==> src/rtl/ccbb_pkg.sv <==
package ccbb_pkg;

	localparam int MAX_KNOTS = 64;
	localparam int ADDR_W    = $clog2(MAX_KNOTS);
	localparam int IDX_W     = ADDR_W + 1;

	localparam int KNOT_W     = 32;
	localparam int DUR_W      = KNOT_W + 1;
	localparam int EXT_W      = KNOT_W + 4;
	localparam int DELTA_W    = EXT_W;
	localparam int DEN_W      = DELTA_W + 1;
	localparam int WGT_W      = 17;
	localparam int FRAC_SHIFT = 32;
	localparam int TERM_W     = WGT_W + FRAC_SHIFT;

	localparam int OP_W  = 2;
	localparam int KPC_W = 6;
	localparam int COL_W = 6;

	localparam logic [OP_W-1:0] OP_WRITE   = 2'd0;
	localparam logic [OP_W-1:0] OP_EVAL    = 2'd1;
	localparam logic [OP_W-1:0] OP_RESTART = 2'd2;

	localparam int PADDR_W = 3;
	localparam int PDATA_W = 32;
	localparam logic REG_KNOTS_PER_CYCLE = 1'b0;

	localparam logic [KPC_W-1:0] KPC_RESET  = 6'd4;
	localparam logic [WGT_W-1:0] WEIGHT_ONE = 17'h10000;

	typedef struct packed {
		logic start;
		logic is_div;
	} md_ctl_t;

endpackage

==> src/rtl/ccbb_if.sv <==
interface ccbb_in_if;
	logic                               valid;
	logic                               ready;
	logic [ccbb_pkg::OP_W-1:0]          opcode;
	logic [ccbb_pkg::ADDR_W-1:0]        knot_index;
	logic signed [ccbb_pkg::KNOT_W-1:0] value;

	modport source(output valid, output opcode, output knot_index, output value, input ready);
	modport sink(input valid, input opcode, input knot_index, input value, output ready);
endinterface

interface ccbb_out_if;
	logic                         valid;
	logic                         ready;
	logic [ccbb_pkg::COL_W-1:0]   column;
	logic [ccbb_pkg::WGT_W-1:0]   weight;
	logic                         last;

	modport source(output valid, output column, output weight, output last, input ready);
	modport sink(input valid, input column, input weight, input last, output ready);
endinterface

==> src/rtl/cyclic_cubic_bspline_basis_core.sv <==
// Channel  | Dir | Payload                              | Item
// in       | in  | opcode, knot_index, value (Q16.16)   | knot write, sample or restart
// out      | out | column, weight (Q1.16), last         | one basis weight, four per sample
// APB      | in  | knots_per_cycle at byte address 0    | register write or read
//
// Knot writes and restarts complete without leaving the idle state. A sample runs setup, an
// interval search that advances one knot at a time and the knot fetches, then six de Boor steps
// (a division and two multiplies on the shared bit-serial unit; no division when the
// divisor is zero), then emits its four weights.
// The block is not ready from acceptance of a sample until its last weight is taken.
// A stalled output holds the current weight. Reset needs no clearing pass.
module cyclic_cubic_bspline_basis_core (
	input  logic                             clk,
	input  logic                             arst_n,
	ccbb_in_if.sink                          in,
	ccbb_out_if.source                       out,
	input  logic                             psel,
	input  logic                             penable,
	input  logic                             pwrite,
	input  logic [ccbb_pkg::PADDR_W-1:0]     paddr,
	input  logic [ccbb_pkg::PDATA_W-1:0]     pwdata,
	output logic [ccbb_pkg::PDATA_W-1:0]     prdata,
	output logic                             pready
);
	localparam int AW = ccbb_pkg::ADDR_W;
	localparam int IW = ccbb_pkg::IDX_W;
	localparam int KW = ccbb_pkg::KNOT_W;
	localparam int EW = ccbb_pkg::EXT_W;
	localparam int DW = ccbb_pkg::DELTA_W;
	localparam int WW = ccbb_pkg::WGT_W;

	localparam logic [3:0] S_IDLE   = 4'd0;
	localparam logic [3:0] S_T0     = 4'd1;
	localparam logic [3:0] S_TK     = 4'd2;
	localparam logic [3:0] S_DUR    = 4'd3;
	localparam logic [3:0] S_SRCH   = 4'd4;
	localparam logic [3:0] S_CMP    = 4'd5;
	localparam logic [3:0] S_FETCH  = 4'd6;
	localparam logic [3:0] S_LOAD   = 4'd7;
	localparam logic [3:0] S_CLAMP  = 4'd8;
	localparam logic [3:0] S_DELTA  = 4'd9;
	localparam logic [3:0] S_DSTART = 4'd10;
	localparam logic [3:0] S_DIV    = 4'd11;
	localparam logic [3:0] S_MR     = 4'd12;
	localparam logic [3:0] S_ML     = 4'd13;
	localparam logic [3:0] S_EMIT   = 4'd14;

	typedef struct packed {
		logic [AW-1:0]     addr;
		logic signed [2:0] n;
	} ext_ref_t;

	// Extended knot p maps to a table entry plus a multiple of the period.
	function automatic ext_ref_t ext_map(input logic [IW-1:0] p, input logic [IW-1:0] ks);
		logic [IW-1:0]     q;
		logic [IW-1:0]     a;
		logic signed [2:0] n;
		ext_ref_t          r;
		q = p;
		n = 3'sd0;
		if (p < IW'(2)) begin
			q = p + ks;
			n = -3'sd1;
			if (q < IW'(2)) begin
				q = q + ks;
				n = -3'sd2;
			end
		end else if (p > ks + IW'(2)) begin
			q = p - ks;
			n = 3'sd1;
			if (q > ks + IW'(2)) begin
				q = q - ks;
				n = 3'sd2;
			end
		end
		a = q - IW'(2);
		r.addr = a[AW-1:0];
		r.n = n;
		return r;
	endfunction

	logic [3:0]                    state_q;
	logic [ccbb_pkg::KPC_W-1:0]    kpc_q;
	logic [IW-1:0]                 interval_q;
	logic [IW-1:0]                 lft_q;
	logic signed [KW-1:0]          x_q;
	logic signed [KW-1:0]          t0_q;
	logic signed [ccbb_pkg::DUR_W-1:0] dur_q;
	logic [2:0]                    f_q;
	logic signed [2:0]             n_q;
	logic signed [EW-1:0]          e_q [6];
	logic signed [EW-1:0]          xc_q;
	logic [DW-1:0]                 dr_q [3];
	logic [DW-1:0]                 dl_q [3];
	logic [WW-1:0]                 w_q [4];
	logic [1:0]                    i_q;
	logic [1:0]                    j_q;
	logic [1:0]                    k_q;
	logic [WW-1:0]                 carry_q;
	logic [WW-1:0]                 nw_q;
	logic [ccbb_pkg::TERM_W-1:0]   term_q;
	logic [ccbb_pkg::COL_W-1:0]    col_q;

	logic [ccbb_pkg::KPC_W-1:0]    k_eff;
	logic [IW-1:0]                 ks;
	logic [IW-1:0]                 kp1;
	logic [IW-1:0]                 lft_init;
	logic [IW-1:0]                 p_fetch;
	logic [IW-1:0]                 lft_m1;
	ext_ref_t                      ref_fetch;
	logic [AW-1:0]                 raddr;
	logic [KW-1:0]                 rdata;
	logic signed [EW-1:0]          rdata_ext;
	logic signed [EW-1:0]          dur_ext;
	logic signed [EW-1:0]          ndur;
	logic signed [EW-1:0]          x_ext;
	logic signed [EW-1:0]          xc_new;
	logic [ccbb_pkg::DEN_W-1:0]    den;
	logic [DW-1:0]                 dr_sel;
	logic [DW-1:0]                 dl_sel;
	logic [1:0]                    w_idx;
	logic [WW-1:0]                 w_rd;
	logic [1:0]                    jmi;
	logic                          in_fire;
	logic                          out_fire;
	logic                          cfg_wr;
	ccbb_pkg::md_ctl_t             md_ctl;
	logic [ccbb_pkg::DELTA_W-1:0]  md_mplier;
	logic [ccbb_pkg::TERM_W-1:0]   md_mcand;
	logic                          md_done;
	logic [ccbb_pkg::TERM_W-1:0]   md_quot;
	logic [WW-1:0]                 md_prod;

	assign in_fire  = in.valid && in.ready;
	assign out_fire = out.valid && out.ready;
	assign cfg_wr   = psel && penable && pwrite && (paddr[2] == ccbb_pkg::REG_KNOTS_PER_CYCLE);

	assign pready = 1'b1;
	assign prdata = (paddr[2] == ccbb_pkg::REG_KNOTS_PER_CYCLE) ?
		{{(ccbb_pkg::PDATA_W-ccbb_pkg::KPC_W){1'b0}}, kpc_q} : '0;

	assign k_eff    = (kpc_q == '0) ? ccbb_pkg::KPC_W'(1) : kpc_q;
	assign ks       = IW'(k_eff);
	assign kp1      = ks + IW'(1);
	assign lft_init = (interval_q < IW'(2)) ? IW'(2) : ((interval_q > kp1) ? kp1 : interval_q);
	assign lft_m1   = lft_q - IW'(1);
	assign p_fetch  = lft_q - IW'(2) + IW'(f_q);
	assign ref_fetch = ext_map(p_fetch, ks);

	always_comb begin
		unique case (state_q)
			S_TK:    raddr = k_eff;
			S_SRCH:  raddr = lft_m1[AW-1:0];
			S_FETCH: raddr = ref_fetch.addr;
			default: raddr = '0;
		endcase
	end

	ccbb_ram #(.WIDTH(KW), .DEPTH(ccbb_pkg::MAX_KNOTS)) u_knots (
		.clk   (clk),
		.we    (in_fire && (in.opcode == ccbb_pkg::OP_WRITE)),
		.waddr (in.knot_index),
		.wdata (in.value),
		.raddr (raddr),
		.rdata (rdata)
	);

	assign rdata_ext = {{(EW-KW){rdata[KW-1]}}, rdata};
	assign dur_ext   = {{(EW-ccbb_pkg::DUR_W){dur_q[ccbb_pkg::DUR_W-1]}}, dur_q};
	assign x_ext     = {{(EW-KW){x_q[KW-1]}}, x_q};

	always_comb begin
		unique case (n_q)
			-3'sd2:  ndur = -(dur_ext <<< 1);
			-3'sd1:  ndur = -dur_ext;
			3'sd1:   ndur = dur_ext;
			3'sd2:   ndur = dur_ext <<< 1;
			default: ndur = '0;
		endcase
	end

	// The later lower clamp wins when the interval is inverted.
	always_comb begin
		xc_new = x_ext;
		if (xc_new > e_q[3]) begin
			xc_new = e_q[3];
		end
		if (xc_new < e_q[2]) begin
			xc_new = e_q[2];
		end
	end

	assign jmi    = j_q - i_q;
	assign dr_sel = dr_q[i_q];
	assign dl_sel = dl_q[jmi];
	assign den    = {1'b0, dr_sel} + {1'b0, dl_sel};
	assign w_idx  = (state_q == S_EMIT) ? k_q : i_q;
	assign w_rd   = w_q[w_idx];

	always_comb begin
		md_ctl.start  = 1'b0;
		md_ctl.is_div = 1'b0;
		unique case (state_q)
			S_DSTART: begin
				md_ctl.start  = 1'b1;
				md_ctl.is_div = (den != '0);
			end
			S_DIV, S_MR: md_ctl.start = md_done;
			default: md_ctl.start = 1'b0;
		endcase
	end

	assign md_mplier = (state_q == S_MR) ? dl_sel : dr_sel;
	assign md_mcand  = (state_q == S_DIV) ? md_quot :
		((state_q == S_DSTART) ? '0 : term_q);

	ccbb_muldiv u_muldiv (
		.clk        (clk),
		.arst_n     (arst_n),
		.ctl        (md_ctl),
		.dividend_w (w_rd),
		.divisor    (den),
		.mplier     (md_mplier),
		.mcand      (md_mcand),
		.done       (md_done),
		.quotient   (md_quot),
		.product    (md_prod)
	);

	always_ff @(posedge clk or negedge arst_n) begin
		if (!arst_n) begin
			state_q    <= S_IDLE;
			kpc_q      <= ccbb_pkg::KPC_RESET;
			interval_q <= IW'(2);
			lft_q      <= IW'(2);
			f_q        <= '0;
			i_q        <= '0;
			j_q        <= '0;
			k_q        <= '0;
		end else begin
			if (cfg_wr) begin
				kpc_q <= pwdata[ccbb_pkg::KPC_W-1:0];
			end
			unique case (state_q)
				S_IDLE: begin
					if (in_fire) begin
						if (in.opcode == ccbb_pkg::OP_EVAL) begin
							state_q <= S_T0;
						end else if (in.opcode == ccbb_pkg::OP_RESTART) begin
							interval_q <= IW'(2);
						end
					end
				end
				S_T0:  state_q <= S_TK;
				S_TK:  state_q <= S_DUR;
				S_DUR: begin
					lft_q   <= lft_init;
					f_q     <= '0;
					state_q <= S_SRCH;
				end
				S_SRCH: state_q <= (lft_q < kp1) ? S_CMP : S_FETCH;
				S_CMP: begin
					if (x_q > $signed(rdata)) begin
						lft_q   <= lft_q + IW'(1);
						state_q <= S_SRCH;
					end else begin
						state_q <= S_FETCH;
					end
				end
				S_FETCH: state_q <= S_LOAD;
				S_LOAD: begin
					if (f_q == 3'd5) begin
						state_q <= S_CLAMP;
					end else begin
						f_q     <= f_q + 3'd1;
						state_q <= S_FETCH;
					end
				end
				S_CLAMP: begin
					interval_q <= lft_q;
					state_q    <= S_DELTA;
				end
				S_DELTA: begin
					i_q     <= '0;
					j_q     <= '0;
					state_q <= S_DSTART;
				end
				S_DSTART: state_q <= (den != '0) ? S_DIV : S_MR;
				S_DIV: begin
					if (md_done) begin
						state_q <= S_MR;
					end
				end
				S_MR: begin
					if (md_done) begin
						state_q <= S_ML;
					end
				end
				S_ML: begin
					if (md_done) begin
						if (i_q == j_q) begin
							i_q <= '0;
							if (j_q == 2'd2) begin
								k_q     <= '0;
								state_q <= S_EMIT;
							end else begin
								j_q     <= j_q + 2'd1;
								state_q <= S_DSTART;
							end
						end else begin
							i_q     <= i_q + 2'd1;
							state_q <= S_DSTART;
						end
					end
				end
				S_EMIT: begin
					if (out_fire) begin
						k_q <= k_q + 2'd1;
						if (k_q == 2'd3) begin
							state_q <= S_IDLE;
						end
					end
				end
				default: state_q <= S_IDLE;
			endcase
		end
	end

	always_ff @(posedge clk) begin
		if (in_fire) begin
			x_q <= in.value;
		end
		unique case (state_q)
			S_TK:  t0_q <= rdata;
			S_DUR: dur_q <= {rdata[KW-1], rdata} - {t0_q[KW-1], t0_q};
			S_FETCH: n_q <= ref_fetch.n;
			S_LOAD: e_q[f_q] <= rdata_ext + ndur;
			S_CLAMP: xc_q <= xc_new;
			S_DELTA: begin
				for (int m = 0; m < 3; m++) begin
					logic signed [EW:0] dpos;
					logic signed [EW:0] dneg;
					dpos = {e_q[3+m][EW-1], e_q[3+m]} - {xc_q[EW-1], xc_q};
					dneg = {xc_q[EW-1], xc_q} - {e_q[2-m][EW-1], e_q[2-m]};
					dr_q[m] <= dpos[EW] ? '0 : dpos[DW-1:0];
					dl_q[m] <= dneg[EW] ? '0 : dneg[DW-1:0];
				end
				w_q[0]  <= ccbb_pkg::WEIGHT_ONE;
				carry_q <= '0;
			end
			S_DSTART: begin
				if (den == '0) begin
					term_q <= '0;
				end
			end
			S_DIV: begin
				if (md_done) begin
					term_q <= md_quot;
				end
			end
			S_MR: begin
				if (md_done) begin
					nw_q <= carry_q + md_prod;
				end
			end
			S_ML: begin
				if (md_done) begin
					w_q[i_q] <= nw_q;
					if (i_q == j_q) begin
						w_q[j_q + 2'd1] <= md_prod;
						carry_q         <= '0;
						col_q           <= ccbb_pkg::COL_W'(lft_q - IW'(2));
					end else begin
						carry_q <= md_prod;
					end
				end
			end
			S_EMIT: begin
				if (out_fire) begin
					col_q <= (col_q + ccbb_pkg::COL_W'(1) == k_eff) ? '0 :
						col_q + ccbb_pkg::COL_W'(1);
				end
			end
			default: begin
			end
		endcase
	end

	assign in.ready   = (state_q == S_IDLE);
	assign out.valid  = (state_q == S_EMIT);
	assign out.column = col_q;
	assign out.weight = (w_rd > ccbb_pkg::WEIGHT_ONE) ? ccbb_pkg::WEIGHT_ONE : w_rd;
	assign out.last   = (k_q == 2'd3);

	a_no_overlap: assert property (@(posedge clk) disable iff (!arst_n)
		out.valid |-> !in.ready)
		else $error("result offered while input is open");

	a_eval_busy: assert property (@(posedge clk) disable iff (!arst_n)
		(in_fire && (in.opcode == ccbb_pkg::OP_EVAL)) |=> !in.ready)
		else $error("sample did not start the sequencer");

	a_interval_range: assert property (@(posedge clk) disable iff (!arst_n)
		(interval_q >= IW'(2)) && (interval_q <= IW'(ccbb_pkg::MAX_KNOTS)))
		else $error("interval index out of range");
endmodule

==> src/rtl/ccbb_ram.sv <==
module ccbb_ram #(
	parameter int WIDTH = 32,
	parameter int DEPTH = 64
) (
	input  logic                     clk,
	input  logic                     we,
	input  logic [$clog2(DEPTH)-1:0] waddr,
	input  logic [WIDTH-1:0]         wdata,
	input  logic [$clog2(DEPTH)-1:0] raddr,
	output logic [WIDTH-1:0]         rdata
);
	logic [WIDTH-1:0] mem [DEPTH];

	always_ff @(posedge clk) begin
		if (we) begin
			mem[waddr] <= wdata;
		end
		rdata <= mem[raddr];
	end
endmodule

==> src/rtl/ccbb_muldiv.sv <==
module ccbb_muldiv (
	input  logic                           clk,
	input  logic                           arst_n,
	input  ccbb_pkg::md_ctl_t              ctl,
	input  logic [ccbb_pkg::WGT_W-1:0]     dividend_w,
	input  logic [ccbb_pkg::DEN_W-1:0]     divisor,
	input  logic [ccbb_pkg::DELTA_W-1:0]   mplier,
	input  logic [ccbb_pkg::TERM_W-1:0]    mcand,
	output logic                           done,
	output logic [ccbb_pkg::TERM_W-1:0]    quotient,
	output logic [ccbb_pkg::WGT_W-1:0]     product
);
	localparam int TW = ccbb_pkg::TERM_W;
	localparam int DW = ccbb_pkg::DEN_W;
	localparam int MW = ccbb_pkg::DELTA_W;
	localparam int FS = ccbb_pkg::FRAC_SHIFT;
	localparam int PH = ccbb_pkg::WGT_W + FS - MW;
	localparam int CNT_W = $clog2(TW);

	logic [TW-1:0]    acc_q;
	logic [TW-1:0]    sh_q;
	logic [TW-1:0]    op_q;
	logic [CNT_W-1:0] cnt_q;
	logic             busy_q;
	logic             div_q;
	logic             done_q;

	logic [DW:0]   trial;
	logic [DW+1:0] diff;
	logic          borrow;
	logic [TW:0]   sum;

	// Restoring division brings in one dividend bit per cycle; the multiply
	// adds the multiplicand under each multiplier bit, lowest bit first.
	assign trial  = {acc_q[DW-1:0], sh_q[TW-1]};
	assign diff   = {1'b0, trial} - {2'b0, op_q[DW-1:0]};
	assign borrow = diff[DW+1];
	assign sum    = {1'b0, acc_q} + (sh_q[0] ? {1'b0, op_q} : '0);

	always_ff @(posedge clk or negedge arst_n) begin
		if (!arst_n) begin
			busy_q <= 1'b0;
			done_q <= 1'b0;
			cnt_q  <= '0;
			div_q  <= 1'b0;
		end else begin
			done_q <= busy_q && (cnt_q == '0);
			if (ctl.start) begin
				busy_q <= 1'b1;
				div_q  <= ctl.is_div;
				cnt_q  <= ctl.is_div ? CNT_W'(TW - 1) : CNT_W'(MW - 1);
			end else if (busy_q) begin
				cnt_q <= cnt_q - CNT_W'(1);
				if (cnt_q == '0) begin
					busy_q <= 1'b0;
				end
			end
		end
	end

	always_ff @(posedge clk) begin
		if (ctl.start) begin
			acc_q <= '0;
			if (ctl.is_div) begin
				sh_q <= {dividend_w, {FS{1'b0}}};
				op_q <= {{(TW-DW){1'b0}}, divisor};
			end else begin
				sh_q <= {{(TW-MW){1'b0}}, mplier};
				op_q <= mcand;
			end
		end else if (busy_q) begin
			if (div_q) begin
				acc_q <= {{(TW-DW){1'b0}}, borrow ? trial[DW-1:0] : diff[DW-1:0]};
				sh_q  <= {sh_q[TW-2:0], ~borrow};
			end else begin
				acc_q <= sum[TW:1];
				sh_q  <= {{(TW-MW){1'b0}}, sum[0], sh_q[MW-1:1]};
			end
		end
	end

	assign done     = done_q;
	assign quotient = sh_q;
	assign product  = {acc_q[PH-1:0], sh_q[MW-1:FS]};
endmodule

==> src/flat_wrapper.sv <==
// flat-port wrapper written by rule: the top's interface ports become plain ports
module cyclic_cubic_bspline_basis_core_flat 
  (clk, arst_n, psel, penable, pwrite, paddr, pwdata, prdata, pready, in_valid, in_opcode, in_knot_index, in_value, in_ready, out_valid, out_column, out_weight, out_last, out_ready);
  ccbb_in_if in_i ();
  ccbb_out_if out_i ();
  input  logic clk;
  input  logic arst_n;
  input  logic psel;
  input  logic penable;
  input  logic pwrite;
  input  logic [ccbb_pkg::PADDR_W-1:0] paddr;
  input  logic [ccbb_pkg::PDATA_W-1:0] pwdata;
  output logic [ccbb_pkg::PDATA_W-1:0] prdata;
  output logic pready;
  input wire logic [$bits(in_i.valid)-1:0] in_valid;
  input wire logic [$bits(in_i.opcode)-1:0] in_opcode;
  input wire logic [$bits(in_i.knot_index)-1:0] in_knot_index;
  input wire logic [$bits(in_i.value)-1:0] in_value;
  output wire logic [$bits(in_i.ready)-1:0] in_ready;
  output wire logic [$bits(out_i.valid)-1:0] out_valid;
  output wire logic [$bits(out_i.column)-1:0] out_column;
  output wire logic [$bits(out_i.weight)-1:0] out_weight;
  output wire logic [$bits(out_i.last)-1:0] out_last;
  input wire logic [$bits(out_i.ready)-1:0] out_ready;
  assign in_i.valid = in_valid;
  assign in_i.opcode = in_opcode;
  assign in_i.knot_index = in_knot_index;
  assign in_i.value = in_value;
  assign in_ready = in_i.ready;
  assign out_valid = out_i.valid;
  assign out_column = out_i.column;
  assign out_weight = out_i.weight;
  assign out_last = out_i.last;
  assign out_i.ready = out_ready;
  cyclic_cubic_bspline_basis_core u_core (.clk(clk), .arst_n(arst_n), .in(in_i), .out(out_i), .psel(psel), .penable(penable), .pwrite(pwrite), .paddr(paddr), .pwdata(pwdata), .prdata(prdata), .pready(pready));
endmodule
==> config.mk <==
export PLATFORM = sky130hd
export DESIGN_NAME = cyclic_cubic_bspline_basis_core_flat
export DESIGN_NICKNAME = d
export VERILOG_FILES = /design/src/rtl/ccbb_pkg.sv /design/src/rtl/ccbb_if.sv /design/src/rtl/cyclic_cubic_bspline_basis_core.sv /design/src/rtl/ccbb_ram.sv /design/src/rtl/ccbb_muldiv.sv /design/src/flat_wrapper.sv
export SDC_FILE = /design/constraint.sdc
export NUM_CORES = 2
export LEC_CHECK = 0
export BUFFER_PORTS_ARGS = -buffer_cell sky130_fd_sc_hd__buf_2
export CORE_ASPECT_RATIO = 0.7
export CORE_MARGIN = 2
export CORE_UTILIZATION = 37
export CTS_CLUSTER_SIZE = 30
export DETAILED_ROUTE_END_ITERATION = 7
export HOLD_SLACK_MARGIN = 0.05
export PLACE_DENSITY_LB_ADDON = 0.12
export SETUP_SLACK_MARGIN = 0.15
export SKIP_LAST_GASP = 1
export SLEW_MARGIN = 20
export SYNTH_ARGS = -nofsm -noshare
export SYNTH_HDL_FRONTEND = slang
export SYNTH_HIERARCHICAL = 1
export SYNTH_SLANG_ARGS = --single-unit
==> constraint.sdc <==
create_clock -name clk -period 8.7 [get_ports clk]
set_input_delay 1.305 -clock clk [delete_from_list [all_inputs] [get_ports clk]]
set_output_delay 1.305 -clock clk [all_outputs]
set_load 0.03 [all_outputs]
==> metrics <==
status finished clean; CTS tree done; Num CTS Buffers 318; Worst Path Required 9.39 ns; Critical R2R Launch u_core/x_q[31]; CP max-delay cell edfxtp_1; Crit. End Element flop; Critical Path AT 8.64 ns; core area 388,000 µm²; CP Launch Type flop; die area 395,000 µm²; leading cell type by number of instances after synthesis edfxtp_1; cell breakdown of the critical path ha_1 > nand4_1 > and4bb_1 > nand3_1 > o21ai_1 > a2111oi_2 > xnor2_1 > nor2_4 > buf_4 > mux2_2 > ha_1 > a21o_1 > a21o_1 > a21o_1 > a21oi_1 > o21ai_0 > a21oi_1 > nor2_1 > nor3_1 > buf_12 > xnor2_1 > nand3_4 > buf_12 > mux2_1; Worst Tran Pin Value 1.18 ns; top post-synthesis cells by count edfxtp_1 (2,871), nor2_1 (662), ha_1 (590); Via density 5.66; Nets 11,100; Final Cycle Share 91.4%; clk slew on worst S/H paths 0.06 ns; max-cap viol count 0; max-slew violation count 0; Max Fclk 126 MHz; area grow syn2layout 13.2%; Post-CTS Setup Repair Bufs 0; FF-to-FF End u_core/xc_q[25]; HP Class flop to flop; first-pass GRT wire length 620,000 µm; GP Congestion 0.886; synth unique cells 121; Layout Skew 0.0769 ns; max incr delay on CP 0.67 ns; ys async rst share 1.40%; CP most frequent cell a21o_1; worst-skew pair later-pin latency 1.00 ns; Synth area leader edfxtp_1; maximum vdd drop 0.182 mV; Die Ht 527 µm; register area share after synthesis 61.6%; I/O Buffers 85; Die Width 750 µm; Tot GR Track Use 21.4%; yosys warns 6; initial antenna violation count 35; R2R Setup Slk 0.75 ns; share of layout cells above drive strength 1 16.8%; final setup fails 0; post-CTS sizing 0; EDFF count, synth 2,871; Routed WL 432,000 µm; Worst Hold End u_core/u_muldiv/acc_q[38]; largest net degree at the start of global routing 147; Power Density 185 nW/µm²; Max-slew headroom 20.5%; Reg2Reg Depth 24; CTS Root Cell clkbuf_16; highest metal used met4; Routed WL per cell 27.2 µm; minimum clock period 7.95 ns; via count 89,800; RSZ-0062 raised after global routing no; metal2 WL 169,000 µm; row cnt 191; Sum Neg Setup Slack 0 ns; clock sink count 2,994; Final Hold Viols 0; Synth top area share 59.7%; Setup crit start u_core/x_q[31]; hold path depth 2; Syn Std Cell Area 144,000 µm²; clk buf depth 4; Worst Path Class, Setup flop to flop; total power 30,200 µW; Cells after Synth 10,100; Post-synth top flop edfxtp_1; Crit Path Max Fanout 28; met1 WL 222,000 µm; Post-route DRC 0; Antenna Nets Post-Route 0; largest cells by area after synthesis edfxtp_1 (60%), mux4_2 (8.8%), ha_1 (5.1%); Initial Util 37.2%; Worst Min Path Start u_core/u_muldiv/acc_q[38]; drt pass-1 iters 5; H-tree levels 5; hold_buf cts 0; GRT overflow 0; DR WL met3 34,400 µm; Iter 0 DRT Violations 10,200; DPL Wire Length 300,000 µm; Syn Area/Cell 14.3 µm²; LEAKAGE 0.0569 µW; Yosys reg bits 2,994; vias in the first global route 86,100; IO Pins 141
[cell usage in the layout, fill, tap and decap left out, types with 36 or more instances in the layout]
master     netlist  routed
clkbuf_16        0     322
o21bai_1        64      64
dfxtp_1         81      80
mux4_2         561     561
xnor2_1        248     248
clkinv_2         0      54
mux2_2         128     128
mux2i_1        224     223
nor2_1         662     591
a22o_1          42      42
inv_1          463     461
and2_1         153     153
o21a_1          57      57
nand4_1         75      75
a21oi_1        549     549
a21o_1         256     256
nand2b_1        65      64
a31oi_1         69      67
a211oi_1        53      53
o22ai_1        117     117
nor2_4           2      67
clkinv_1         2      64
xor2_1         182     181
dfrtp_1         39      36
o21ai_0        437     429
nor2b_1        102     101
clkbuf_1       261      73
nand2_1        580     578
buf_4           77     305
edfxtp_1      2871    2871
nor3_1         135     123
and3_1          69      68
buf_2           83      79
buf_12           1      46
ha_1           590     589
o221ai_1        43      38
nand3_1        110     110
[cell type report]
| cell class | instances | area, µm² |
|---|---|---|
| Fill cell | 35300 | 224000 |
| Sequential cell | 2994 | 88900 |
| Multi-Input combinational cell | 6165 | 52300 |
| Clock buffer | 404 | 8460 |
| Tap cell | 5211 | 6520 |
| Timing Repair Buffer | 430 | 3610 |
| Clock inverter | 182 | 1830 |
| Inverter | 466 | 1760 |
| Antenna cell | 14 | 35.0 |
[power breakdown]
group / internal (µW) / total [µW] / switching [µW]
logic: 252 / 801 / 549
clock network: 7740 / 13700 / 5930
registers: 15700 / 15700 / 8.51
[flip-flops by register name, summed over array words and instances (netlist names), 33 cells and up]
signal / cells
u_core/w_q: 68
u_core/e_q: 216
u_core/dl_q: 108
u_core/u_muldiv/acc_q: 49
u_core/u_knots/mem: 2048
u_core/u_muldiv/quotient: 49
u_core/term_q: 49
u_core/xc_q: 36
u_core/dr_q: 108
u_core/u_muldiv/op_q: 49
u_core/dur_q: 33
[per-stage QoR]
stage | instance area (µm²) | cells | util, % | setup WS (ns) | hold WS (ns)
after global routing | 163000 | 15900 | 42.1 | 0.339 | 0.491
after detailed placement | 153000 | 15300 | 39.5 | 0.945 | 0.452
after CTS | 163000 | 15900 | 42.1 | 0.955 | 0.468
final | 163000 | 15900 | 42.2 | 0.747 | 0.466
after floorplan | 144000 | 10100 | - | 1.85 | 0.430
after global placement | 153000 | 15300 | 39.5 | 0.722 | 0.439
[how the worst max path moves through the flow]
| stage | end | slack, ns | cells past startpoint |
|---|---|---|---|
| final | u_core/xc_q[25] | 0.75 | 24 |
| after global routing | u_core/u_knots/rdata[6] | 0.34 | 34 |
| after CTS | u_core/u_knots/rdata[6] | 0.96 | 32 |
| after detailed placement | u_core/u_knots/rdata[6] | 0.94 | 32 |
| after global placement | u_core/u_knots/rdata[6] | 0.72 | 34 |
| after floorplan | u_core/u_muldiv/quotient[0] | 1.85 | 8 |
[critical path: cells and delay by family (launching register included)]
family / cells / cell delay, ns
simple gates: 7 / 2.43
compound gates: 8 / 1.91
fa+ha+maj: 2 / 0.75
mux: 2 / 0.76
flops: 1 / 0.67
xor+xnor: 2 / 0.39
buf+inv: 3 / 0.67
[logic make-up (layout without fill, tap and decap cells)]
logic type / Yosys count / after routing / share of synthesized area [%]
XOR/XNOR: 431 / 431 / 2.62
flip-flops: 2994 / 2994 / 61.6
adder cells (fa/ha/maj): 607 / 607 / 5.35
buffers and inverters: 934 / 1482 / 2.77
AO/OA/AOI/OAI: 2016 / 2016 / 9.00
other: 2 / 41 / 0.00520
AND/OR/NAND/NOR: 2138 / 2138 / 7.06
multiplexers: 946 / 946 / 11.6
[routing by layer]
metal  vias to the layer above  GRT usage, %
li1                      39600             -
met5                         -             0
met3                       419          3.99
met4                         0          3.46
met1                     46700          35.9
met2                      3093          28.5
(Power assumes the default switching activity.)
